**src/cpa_pkg.sv**
```systemverilog
// ----------------------------------------------------------------------------
// cpa_pkg
// Shared types and constants for the contiguous page allocator.
// ----------------------------------------------------------------------------
package cpa_pkg;

   // default map depth
   localparam int NUM_PAGES_DEF = 32;

   // page size and largest request, in KB
   localparam int PAGE_KB     = 4;
   localparam int PAGE_SHIFT  = $clog2(PAGE_KB);
   localparam int MAX_KB      = 128;
   localparam int MAX_PAGES   = (MAX_KB + PAGE_KB - 1) / PAGE_KB;
   localparam int PAGES_W     = $clog2(MAX_PAGES + 1);
   localparam int SIZE_SUM_W  = 9;
   localparam int OWNER_BITS  = 8;

   typedef enum logic [1:0] {
      REQ_ALLOC = 2'd0,
      REQ_FREE  = 2'd1,
      REQ_FRAG  = 2'd2,
      REQ_READ  = 2'd3
   } req_kind_type;

   typedef enum logic [2:0] {
      STAT_OK       = 3'd0,
      STAT_NOSPACE  = 3'd1,
      STAT_INUSE    = 3'd2,
      STAT_NOTFOUND = 3'd3,
      STAT_INVALID  = 3'd4
   } status_type;

   typedef enum logic [1:0] {
      SCAN_ALLOC = 2'd0,
      SCAN_FREE  = 2'd1,
      SCAN_FRAG  = 2'd2
   } scan_mode_type;

   typedef struct packed {
      logic          start;
      logic          step;
      scan_mode_type mode;
   } scan_ctrl_type;

   typedef struct packed {
      logic found;
      logic owner_hit;
   } scan_flags_type;

   typedef struct packed {
      logic [1:0] req_type;
      logic [7:0] owner_id;
      logic [7:0] size_kb;
      logic [4:0] page_index;
   } req_payload_type;

   typedef struct packed {
      logic [2:0] status;
      logic [4:0] start_page;
      logic [5:0] page_count;
      logic [4:0] fragment_count;
      logic [7:0] read_owner;
      logic       read_used;
   } rsp_payload_type;

endpackage

```
**src/cpa_page_store.sv**
```systemverilog
// ----------------------------------------------------------------------------
// cpa_page_store
// Page map: used bit and owner id per page, one access address per cycle.
// ----------------------------------------------------------------------------
module cpa_page_store import cpa_pkg::*; #(
   parameter int NUM_PAGES = NUM_PAGES_DEF,
   localparam int IDX_W = $clog2(NUM_PAGES)
) (
   input  logic                  clock,
   input  logic                  reset,
   input  logic [IDX_W-1:0]      addr,
   output logic                  used_cur,
   output logic                  used_next,
   output logic                  is_last,
   output logic [OWNER_BITS-1:0] owner_cur,
   input  logic                  wr_en,
   input  logic                  wr_used,
   input  logic [OWNER_BITS-1:0] wr_owner
);

   logic [NUM_PAGES-1:0]  used_ff;
   logic [NUM_PAGES-1:0]  used_in;
   logic [OWNER_BITS-1:0] owner_ff [NUM_PAGES];
   logic [IDX_W-1:0]      next_addr;

   assign is_last   = (addr == IDX_W'(NUM_PAGES - 1));
   assign next_addr = is_last ? '0 : addr + 1'b1;
   assign used_cur  = used_ff[addr];
   assign used_next = is_last ? 1'b0 : used_ff[next_addr];
   assign owner_cur = owner_ff[addr];

   always_comb begin
      used_in = used_ff;
      if (wr_en) begin
         used_in[addr] = wr_used;
      end
   end

   always_ff @(posedge clock) begin
      if (reset) begin
         used_ff <= '0;
      end else begin
         used_ff <= used_in;
      end
   end

   // owner only matters while the used bit is set
   always_ff @(posedge clock) begin
      if (wr_en && wr_used) begin
         owner_ff[addr] <= wr_owner;
      end
   end

endmodule

```
**src/cpa_scan_unit.sv**
```systemverilog
// ----------------------------------------------------------------------------
// cpa_scan_unit
// Per-page scan step: free-run tracking with fit choice, owner match, tallies.
// ----------------------------------------------------------------------------
module cpa_scan_unit import cpa_pkg::*; #(
   parameter int NUM_PAGES = NUM_PAGES_DEF,
   localparam int IDX_W = $clog2(NUM_PAGES),
   localparam int CNT_W = $clog2(NUM_PAGES + 1)
) (
   input  logic               clock,
   input  logic               reset,
   input  scan_ctrl_type      ctrl,
   input  logic               fit_mode,
   input  logic [PAGES_W-1:0] pages_need,
   input  logic [IDX_W-1:0]   page_ptr,
   input  logic               used_cur,
   input  logic               used_next,
   input  logic               is_last,
   input  logic               owner_match,
   output scan_flags_type     flags,
   output logic [IDX_W-1:0]   chosen_start,
   output logic [CNT_W-1:0]   chosen_length,
   output logic [CNT_W-1:0]   tally
);

   localparam int CMP_W = (CNT_W > PAGES_W) ? CNT_W : PAGES_W;

   logic [IDX_W-1:0] run_start_ff, run_start_in;
   logic [CNT_W-1:0] run_len_ff, run_len_in;
   logic [IDX_W-1:0] chosen_start_ff, chosen_start_in;
   logic [CNT_W-1:0] chosen_len_ff, chosen_len_in;
   logic [CNT_W-1:0] tally_ff, tally_in;
   scan_flags_type   flags_ff, flags_in;
   logic [CNT_W-1:0] len_new;
   logic             take;

   assign len_new = run_len_ff + 1'b1;

   always_comb begin
      if (fit_mode) begin
         take = !flags_ff.found || (len_new > chosen_len_ff);
      end else begin
         take = (CMP_W'(len_new) >= CMP_W'(pages_need)) &&
                (!flags_ff.found || (len_new < chosen_len_ff));
      end
   end

   always_comb begin
      run_start_in    = run_start_ff;
      run_len_in      = run_len_ff;
      chosen_start_in = chosen_start_ff;
      chosen_len_in   = chosen_len_ff;
      tally_in        = tally_ff;
      flags_in        = flags_ff;
      if (ctrl.start) begin
         run_start_in    = '0;
         run_len_in      = '0;
         chosen_start_in = '0;
         chosen_len_in   = '0;
         tally_in        = '0;
         flags_in        = '0;
      end else if (ctrl.step) begin
         unique case (ctrl.mode)
            SCAN_ALLOC: begin
               if (used_cur) begin
                  run_len_in = '0;
                  if (owner_match) begin
                     flags_in.owner_hit = 1'b1;
                  end
               end else begin
                  if (run_len_ff == '0) begin
                     run_start_in = page_ptr;
                  end
                  run_len_in = len_new;
                  // end of a free run
                  if ((is_last || used_next) && take) begin
                     flags_in.found  = 1'b1;
                     chosen_start_in = (run_len_ff == '0) ? page_ptr : run_start_ff;
                     chosen_len_in   = len_new;
                  end
               end
            end
            SCAN_FREE: begin
               if (owner_match) begin
                  tally_in = tally_ff + 1'b1;
               end
            end
            SCAN_FRAG: begin
               // last page of a used run
               if (used_cur && !used_next) begin
                  tally_in = tally_ff + 1'b1;
               end
            end
            default: begin
            end
         endcase
      end
   end

   always_ff @(posedge clock) begin
      if (reset) begin
         run_start_ff    <= '0;
         run_len_ff      <= '0;
         chosen_start_ff <= '0;
         chosen_len_ff   <= '0;
         tally_ff        <= '0;
         flags_ff        <= '0;
      end else begin
         run_start_ff    <= run_start_in;
         run_len_ff      <= run_len_in;
         chosen_start_ff <= chosen_start_in;
         chosen_len_ff   <= chosen_len_in;
         tally_ff        <= tally_in;
         flags_ff        <= flags_in;
      end
   end

   assign flags         = flags_ff;
   assign chosen_start  = chosen_start_ff;
   assign chosen_length = chosen_len_ff;
   assign tally         = tally_ff;

endmodule

```
**src/contiguous_page_allocator_unit.sv**
```systemverilog
// ----------------------------------------------------------------------------
// contiguous_page_allocator_unit
// Contiguous page allocator with best-fit / worst-fit placement.
//
// One request at a time. A sequencer walks a pointer over the page map one
// page per cycle and feeds a shared scan step that tracks free runs, owner
// matches and tallies. Read passes through READ to DONE with no scan. Free
// and fragment count pass through SCAN, EVAL and DONE. Allocate passes
// through SCAN and EVAL, then, when granted, MARK sets each page of the run
// in turn before DONE. Bad size or reserved owner on allocate goes straight
// to DONE. The result sits in an output register, so a new request is taken
// while it waits.
// csr_wr_data picks the fit mode: 0 best fit, 1 worst fit; write only while
// idle.
// ----------------------------------------------------------------------------
module contiguous_page_allocator_unit import cpa_pkg::*; #(
   parameter int NUM_PAGES = NUM_PAGES_DEF
) (
   input  logic            clock,
   input  logic            reset,
   input  logic            req_valid,
   output logic            req_stall,
   input  req_payload_type req_payload,
   output logic            rsp_valid,
   input  logic            rsp_stall,
   output rsp_payload_type rsp_payload,
   input  logic            csr_wr_en,
   input  logic            csr_wr_data
);

   localparam int IDX_W = $clog2(NUM_PAGES);
   localparam int CNT_W = $clog2(NUM_PAGES + 1);
   localparam int CMP_W = (CNT_W > PAGES_W) ? CNT_W : PAGES_W;

   typedef enum logic [5:0] {
      ST_IDLE = 6'b000001,
      ST_SCAN = 6'b000010,
      ST_EVAL = 6'b000100,
      ST_MARK = 6'b001000,
      ST_READ = 6'b010000,
      ST_DONE = 6'b100000
   } state_type;

   // sequencer and request registers
   state_type             state_ff, state_in;
   req_kind_type          op_ff, op_in;
   logic [OWNER_BITS-1:0] owner_ff, owner_in;
   logic [PAGES_W-1:0]    pages_ff, pages_in;
   logic [PAGES_W-1:0]    remain_ff, remain_in;
   logic [IDX_W-1:0]      ptr_ff, ptr_in;
   rsp_payload_type       res_ff, res_in;
   logic                  fit_mode_ff, fit_mode_in;

   // output register
   logic                  rsp_valid_ff, rsp_valid_in;
   rsp_payload_type       rsp_payload_ff, rsp_payload_in;
   logic                  rsp_load;

   // page map and scan step
   logic                  used_cur, used_next, is_last;
   logic [OWNER_BITS-1:0] owner_cur;
   logic                  owner_match;
   logic                  wr_en, wr_used;
   scan_ctrl_type         scan_ctrl;
   scan_flags_type        scan_flags;
   logic [IDX_W-1:0]      chosen_start;
   logic [CNT_W-1:0]      chosen_length;
   logic [CNT_W-1:0]      tally;

   // request decode
   logic                  req_accept;
   req_kind_type          req_kind;
   logic [PAGES_W-1:0]    size_pages;
   logic                  alloc_bad;

   assign req_stall  = (state_ff != ST_IDLE);
   assign req_accept = req_valid && !req_stall;
   assign req_kind   = req_kind_type'(req_payload.req_type);

   // round size up to whole pages
   assign size_pages = PAGES_W'((SIZE_SUM_W'(req_payload.size_kb) +
                                 SIZE_SUM_W'(PAGE_KB - 1)) >> PAGE_SHIFT);
   assign alloc_bad  = (req_payload.size_kb == 8'd0) || (req_payload.size_kb > MAX_KB) ||
                       (req_payload.owner_id == '0);

   assign owner_match = used_cur && (owner_cur == owner_ff);
   assign rsp_load    = (state_ff == ST_DONE) && (!rsp_valid_ff || !rsp_stall);
   assign fit_mode_in = csr_wr_en ? csr_wr_data : fit_mode_ff;

   cpa_page_store #(
      .NUM_PAGES (NUM_PAGES)
   ) u_page_store (
      .clock     (clock),
      .reset     (reset),
      .addr      (ptr_ff),
      .used_cur  (used_cur),
      .used_next (used_next),
      .is_last   (is_last),
      .owner_cur (owner_cur),
      .wr_en     (wr_en),
      .wr_used   (wr_used),
      .wr_owner  (owner_ff)
   );

   cpa_scan_unit #(
      .NUM_PAGES (NUM_PAGES)
   ) u_scan_unit (
      .clock         (clock),
      .reset         (reset),
      .ctrl          (scan_ctrl),
      .fit_mode      (fit_mode_ff),
      .pages_need    (pages_ff),
      .page_ptr      (ptr_ff),
      .used_cur      (used_cur),
      .used_next     (used_next),
      .is_last       (is_last),
      .owner_match   (owner_match),
      .flags         (scan_flags),
      .chosen_start  (chosen_start),
      .chosen_length (chosen_length),
      .tally         (tally)
   );

   // sequencer
   always_comb begin
      state_in  = state_ff;
      op_in     = op_ff;
      owner_in  = owner_ff;
      pages_in  = pages_ff;
      remain_in = remain_ff;
      ptr_in    = ptr_ff;
      res_in    = res_ff;
      wr_en     = 1'b0;
      wr_used   = 1'b0;
      scan_ctrl = '{start: 1'b0, step: 1'b0, mode: SCAN_ALLOC};

      unique case (op_ff)
         REQ_FREE: scan_ctrl.mode = SCAN_FREE;
         REQ_FRAG: scan_ctrl.mode = SCAN_FRAG;
         default:  scan_ctrl.mode = SCAN_ALLOC;
      endcase

      unique case (state_ff)
         ST_IDLE: begin
            if (req_accept) begin
               scan_ctrl.start = 1'b1;
               op_in    = req_kind;
               owner_in = req_payload.owner_id;
               pages_in = size_pages;
               ptr_in   = '0;
               res_in   = '0;
               priority if (req_kind == REQ_ALLOC && alloc_bad) begin
                  res_in.status = STAT_INVALID;
                  state_in      = ST_DONE;
               end else if (req_kind == REQ_READ) begin
                  if (req_payload.page_index >= NUM_PAGES) begin
                     res_in.status = STAT_INVALID;
                     state_in      = ST_DONE;
                  end else begin
                     ptr_in   = IDX_W'(req_payload.page_index);
                     state_in = ST_READ;
                  end
               end else begin
                  state_in = ST_SCAN;
               end
            end
         end
         ST_SCAN: begin
            scan_ctrl.step = 1'b1;
            // free releases matching pages as the walk passes them
            if (op_ff == REQ_FREE && owner_match) begin
               wr_en = 1'b1;
            end
            if (is_last) begin
               state_in = ST_EVAL;
            end else begin
               ptr_in = ptr_ff + 1'b1;
            end
         end
         ST_EVAL: begin
            state_in = ST_DONE;
            unique case (op_ff)
               REQ_ALLOC: begin
                  priority if (scan_flags.owner_hit) begin
                     res_in.status = STAT_INUSE;
                  end else if (!scan_flags.found ||
                               CMP_W'(chosen_length) < CMP_W'(pages_ff)) begin
                     res_in.status = STAT_NOSPACE;
                  end else begin
                     res_in.status     = STAT_OK;
                     res_in.start_page = 5'(chosen_start);
                     res_in.page_count = 6'(pages_ff);
                     ptr_in            = chosen_start;
                     remain_in         = pages_ff;
                     state_in          = ST_MARK;
                  end
               end
               REQ_FREE: begin
                  res_in.status     = (tally != '0) ? STAT_OK : STAT_NOTFOUND;
                  res_in.page_count = 6'(tally);
               end
               REQ_FRAG: begin
                  res_in.status         = STAT_OK;
                  res_in.fragment_count = 5'(tally);
               end
               default: begin
                  res_in.status = STAT_INVALID;
               end
            endcase
         end
         ST_MARK: begin
            wr_en   = 1'b1;
            wr_used = 1'b1;
            if (remain_ff == PAGES_W'(1)) begin
               state_in = ST_DONE;
            end else begin
               ptr_in    = ptr_ff + 1'b1;
               remain_in = remain_ff - 1'b1;
            end
         end
         ST_READ: begin
            res_in.status     = STAT_OK;
            res_in.read_used  = used_cur;
            res_in.read_owner = used_cur ? 8'(owner_cur) : 8'd0;
            state_in          = ST_DONE;
         end
         ST_DONE: begin
            if (rsp_load) begin
               state_in = ST_IDLE;
            end
         end
         default: begin
            state_in = ST_IDLE;
         end
      endcase
   end

   // output register: holds a result until taken
   assign rsp_valid_in   = rsp_load || (rsp_valid_ff && rsp_stall);
   assign rsp_payload_in = rsp_load ? res_ff : rsp_payload_ff;

   always_ff @(posedge clock) begin
      if (reset) begin
         state_ff     <= ST_IDLE;
         rsp_valid_ff <= 1'b0;
         fit_mode_ff  <= 1'b0;
      end else begin
         state_ff     <= state_in;
         rsp_valid_ff <= rsp_valid_in;
         fit_mode_ff  <= fit_mode_in;
      end
   end

   always_ff @(posedge clock) begin
      op_ff          <= op_in;
      owner_ff       <= owner_in;
      pages_ff       <= pages_in;
      remain_ff      <= remain_in;
      ptr_ff         <= ptr_in;
      res_ff         <= res_in;
      rsp_payload_ff <= rsp_payload_in;
   end

   assign rsp_valid   = rsp_valid_ff;
   assign rsp_payload = rsp_payload_ff;

   // a granted run only ever covers free pages
   a_mark_free_page: assert property (@(posedge clock) disable iff (reset)
      state_ff == ST_MARK |-> !used_cur)
      else $error("allocation marks a page already in use");

   // marking never runs past the end of the map
   a_mark_in_range: assert property (@(posedge clock) disable iff (reset)
      state_ff == ST_MARK |-> (int'(ptr_ff) + int'(remain_ff)) <= NUM_PAGES)
      else $error("allocation runs past the last page");

   // a new result appears only out of the done state
   a_rsp_from_done: assert property (@(posedge clock) disable iff (reset)
      $rose(rsp_valid_ff) |-> $past(state_ff) == ST_DONE)
      else $error("result raised outside the done state");

   // the page walk ends only in evaluation
   a_scan_exit: assert property (@(posedge clock) disable iff (reset)
      state_ff == ST_SCAN |=> state_ff == ST_SCAN || state_ff == ST_EVAL)
      else $error("page walk left without evaluation");

endmodule
```
**config.mk**
```make
export PLATFORM = sky130hd
export DESIGN_NAME = contiguous_page_allocator_unit
export DESIGN_NICKNAME = d
export VERILOG_FILES = /design/src/cpa_pkg.sv /design/src/cpa_page_store.sv /design/src/cpa_scan_unit.sv /design/src/contiguous_page_allocator_unit.sv
export SDC_FILE = /design/constraint.sdc
export NUM_CORES = 1
export LEC_CHECK = 0
export BUFFER_PORTS_ARGS = -buffer_cell sky130_fd_sc_hd__buf_2
export CORE_UTILIZATION = 62
export DETAILED_ROUTE_END_ITERATION = 8
export PLACE_DENSITY = 0.8
export SLEW_MARGIN = 20
export SYNTH_ARGS = -nofsm -noshare
export SYNTH_HDL_FRONTEND = slang
export SYNTH_SLANG_ARGS = --single-unit
export TNS_END_PERCENT = 30
```
**constraint.sdc**
```tcl
create_clock -name clock -period 4.3 [get_ports clock]
set_input_delay 0.86 -clock clock [delete_from_list [all_inputs] [get_ports clock]]
set_output_delay 0.86 -clock clock [all_outputs]
set_load 0.005 [all_outputs]
```
==> results.cfg <==
[floorplan]
rows = 61
io_pins = 59
start_util_pct = 63.4
core_area_um2 = 27900
die_w_um = 171
die_h_um = 171
die_area_um2 = 29200

[flow_run]
max-cap-violations = 0

[sta]
worst_slew_pin_slew_ns = 1.06
hold_slack_ns = 0.418
setup_viol = 0
fin_crit_sh_pct = 93.9
fin_worst_skew_ns = 0.0125
hold_viol = 0
layout_setup_ws_ns = 0.263
tns_ns = 0
rsz0062_at_grt = false
slew_headroom_pct = 29.5
finalMaxSlewViolations = 0
max_freq_ghz = 0.248
period_minus_slack_ns = 4.04

[worst_setup_path]
slowest_stage = nor4_1
crit_type = flop to flop
worstPathCellList = buf_4 > mux2i_1 > a22oi_1 > a21oi_1 > nor4_1 > xor2_1 > nor4_4 > nand4b_1 > nor2_1 > buf_4 > a311oi_1
crit_buf_inv = 2
cp_top_family = simple AND/OR/NAND/NOR gates
critPathMaxStageDelay_ns = 0.73
worst-path-max-fanout = 17
worstPathArrival_ns = 4.41
path_common_cell = buf_4
start_kind = flop
worst_setup_path_end_kind = flop
worstPathRequired_ns = 4.67

[power]
p_switching_mw = 2.49
power_frac_seq_pct = 48.1
p_leak_nw = 6.96
pwr-share-comb_pct = 16.2
power.share.clock_pct = 35.7
peakVddDrop_v = 0.000300
p_sw_share_pct = 26.1
internal-power_mw = 7.04
p_per_area_nw_per_um2 = 477

[cts]
post_cts_buffers = 0
htreeDepth = 2
cts-root-buf = clkbuf_16
clkLatencyLatePin_ns = 0.53
cts_tree = built
numCtsBuffers = 41
clk_path_buf_depth = 3
cts_num_sinks = 414
clk_pin_slew_ns = 0.06
post_cts_resized = 0
cts_hold_buf = 0

[layout]
final_cell_area_um2 = 20000
drive_gt1_share_pct = 17.1
fillers = 1818
multiInputGateArea_um2 = 5620
regArea_um2 = 11700
area_growth_pct = 12.8
nNetsFinal = 1385

[detailed_routing]
dr.pass1.iters = 5
routed_wl_mm = 40.9
drc = 0
wl_per_cell_um = 23.6
ant_nets = 0
drtIter0Drc = 1393
vias = 11193
vias_per_cell = 6.46

[grt]
first_global_vias = 11004
met2_usage_pct = 46.0
grt.total_usage_pct = 28.7
grt_use_met3_pct = 4.86
grt_max_degree = 43
antenna_found_initial = 1
grt_overflow_total = 0
gr-usage-met1_pct = 39.9
grt_pass1_wl_mm = 62.3
busiest_layer = met2

[synth]
synth_top_family_by_area = multiplexers
synth_cells = 1216
postSynth.asyncResetShare_pct = 0
synth_edf_count = 339
ys_warn_count = 0
synth-main-ff-cell = edfxtp_1
synth_compound_area_share_pct = 7.82
synth-adder-area-share_pct = 2.33
synthMuxAreaShare_pct = 11.9
ys_seq_elements = 414
yosysUniqueCellTypes = 68
syn-cell-area_um2 = 17700
syn-num-nets = 1278
ys_seq_area_share_pct = 65.9
synth_simple_gate_area_share_pct = 8.41
syn_avg_cell_area_um2 = 14.6
synth-xor-area-share_pct = 1.23

[placed_design]
gp_congestion = 0.893
placed_area_um2 = 18700
port_buffers = 58
dp_hpwl_mm = 27.0
dp_slack_ns = 0.466

[run_status]
outcome = finished clean

[worst_hold_path]
worstHoldPathType = flop to flop
[synthesized netlist by cell type (16+ instances only)]
cell | instances | area, µm²
nand2_1 | 49 | 184
a21oi_1 | 57 | 285
clkbuf_1 | 31 | 116
nand3_1 | 26 | 130
mux2i_1 | 97 | 971
ha_1 | 33 | 413
nor3_1 | 19 | 95.1
inv_1 | 33 | 124
a22oi_1 | 33 | 248
and2_1 | 18 | 113
mux4_2 | 27 | 608
nor2_1 | 123 | 462
edfxtp_1 | 339 | 10200
dfxtp_1 | 75 | 1500
mux4_1 | 16 | 420
a211oi_1 | 33 | 248
[worst reg2reg max path: cells and delay by family (launching register included)]
family          cells  cell delay [ns]
compound gates      3             0.49
xor+xnor            1             0.27
mux                 1             0.15
simple gates        4             1.90
buf+inv             2             0.60
flops               1             0.50
[final timing paths]
check,slack (ns),cells past startpoint,start,to
setup reg to reg,0.26,11,flop,u_page_store.used_ff[13]$_SDFFE_PP0P_
setup / recovery,0.26,11,flop,u_page_store.used_ff[13]$_SDFFE_PP0P_
hold / removal,0.42,0,res_ff[17]$_SDFFCE_PN0P_,rsp_payload[17]$_DFFE_PP_
hold reg to reg,0.42,0,res_ff[17]$_SDFFCE_PN0P_,rsp_payload[17]$_DFFE_PP_
[through the flow]
step	std cells	power [mW]	util, %
final	1733	9.53	71.5
after global placement	1658	6.14	67.0
after detailed placement	1658	6.19	67.0
after floorplan	1216	5.75	-
after CTS	1732	9.54	71.5
after global routing	1732	9.81	71.5
[placed cells by master, fill, tap and decap left out, drive strengths merged, types with 5 or more instances in the layout]
cell type	count
a211oi	33
a21o	10
a21oi	57
a221o	5
a22oi	33
a311oi	14
and2	18
and3	6
buf	122
clkbuf	56
clkinv	15
dfxtp	75
edfxtp	339
ha	33
inv	35
mux2	8
mux2i	98
mux4	43
nand2	49
nand2b	9
nand3	26
nand3b	7
nor2	123
nor2b	11
nor3	19
nor3b	5
nor4	15
o21a	5
o21ai	11
xnor2	10
xor2	14
[area by class of cell]
type                            count  share of cell area, %
Tap cell                          378                   2.37
Antenna cell                        1                 0.0125
Timing Repair Buffer              122                   3.98
Inverter                           34                  0.639
Sequential cell                   414                   58.5
Multi-Input combinational cell    710                   28.1
Clock inverter                     18                  0.727
Clock buffer                       56                   5.62
[cell families after synthesis]
family	Yosys count
flip-flops	414
AND/OR/NAND/NOR	307
XOR/XNOR	24
AO/OA/AOI/OAI	197
adder cells (fa/ha/maj)	33
multiplexers	149
buffers and inverters	92
[power groups by stage]
stage	sequential, mW	clock [mW]	combinational (mW)
after global placement	4.66	0	1.48
final	4.59	3.40	1.55
after global routing	4.60	3.57	1.65
after detailed placement	4.67	0	1.52
after CTS	4.58	3.42	1.54
after floorplan	4.62	0	1.13
[state kept, by name, indices dropped and copies added (netlist names), 8 cells and up, named ones only]
signal	count
res_ff	28
rsp_payload	28
owner_ff	8
u_page_store.used_ff	32
u_page_store.owner_ff	256
[metal layers]
layer | share of wire, % | vias to the layer above | routed length (µm)
met2 | 49 | 615 | 19900
met1 | 40 | 5557 | 16300
li1 | - | 4926 | -
met5 | 0 | - | 0
met3 | 8.8 | 95 | 3600
met4 | 2.8 | 0 | 1160
No activity file was read; power rests on OpenSTA's default activity.
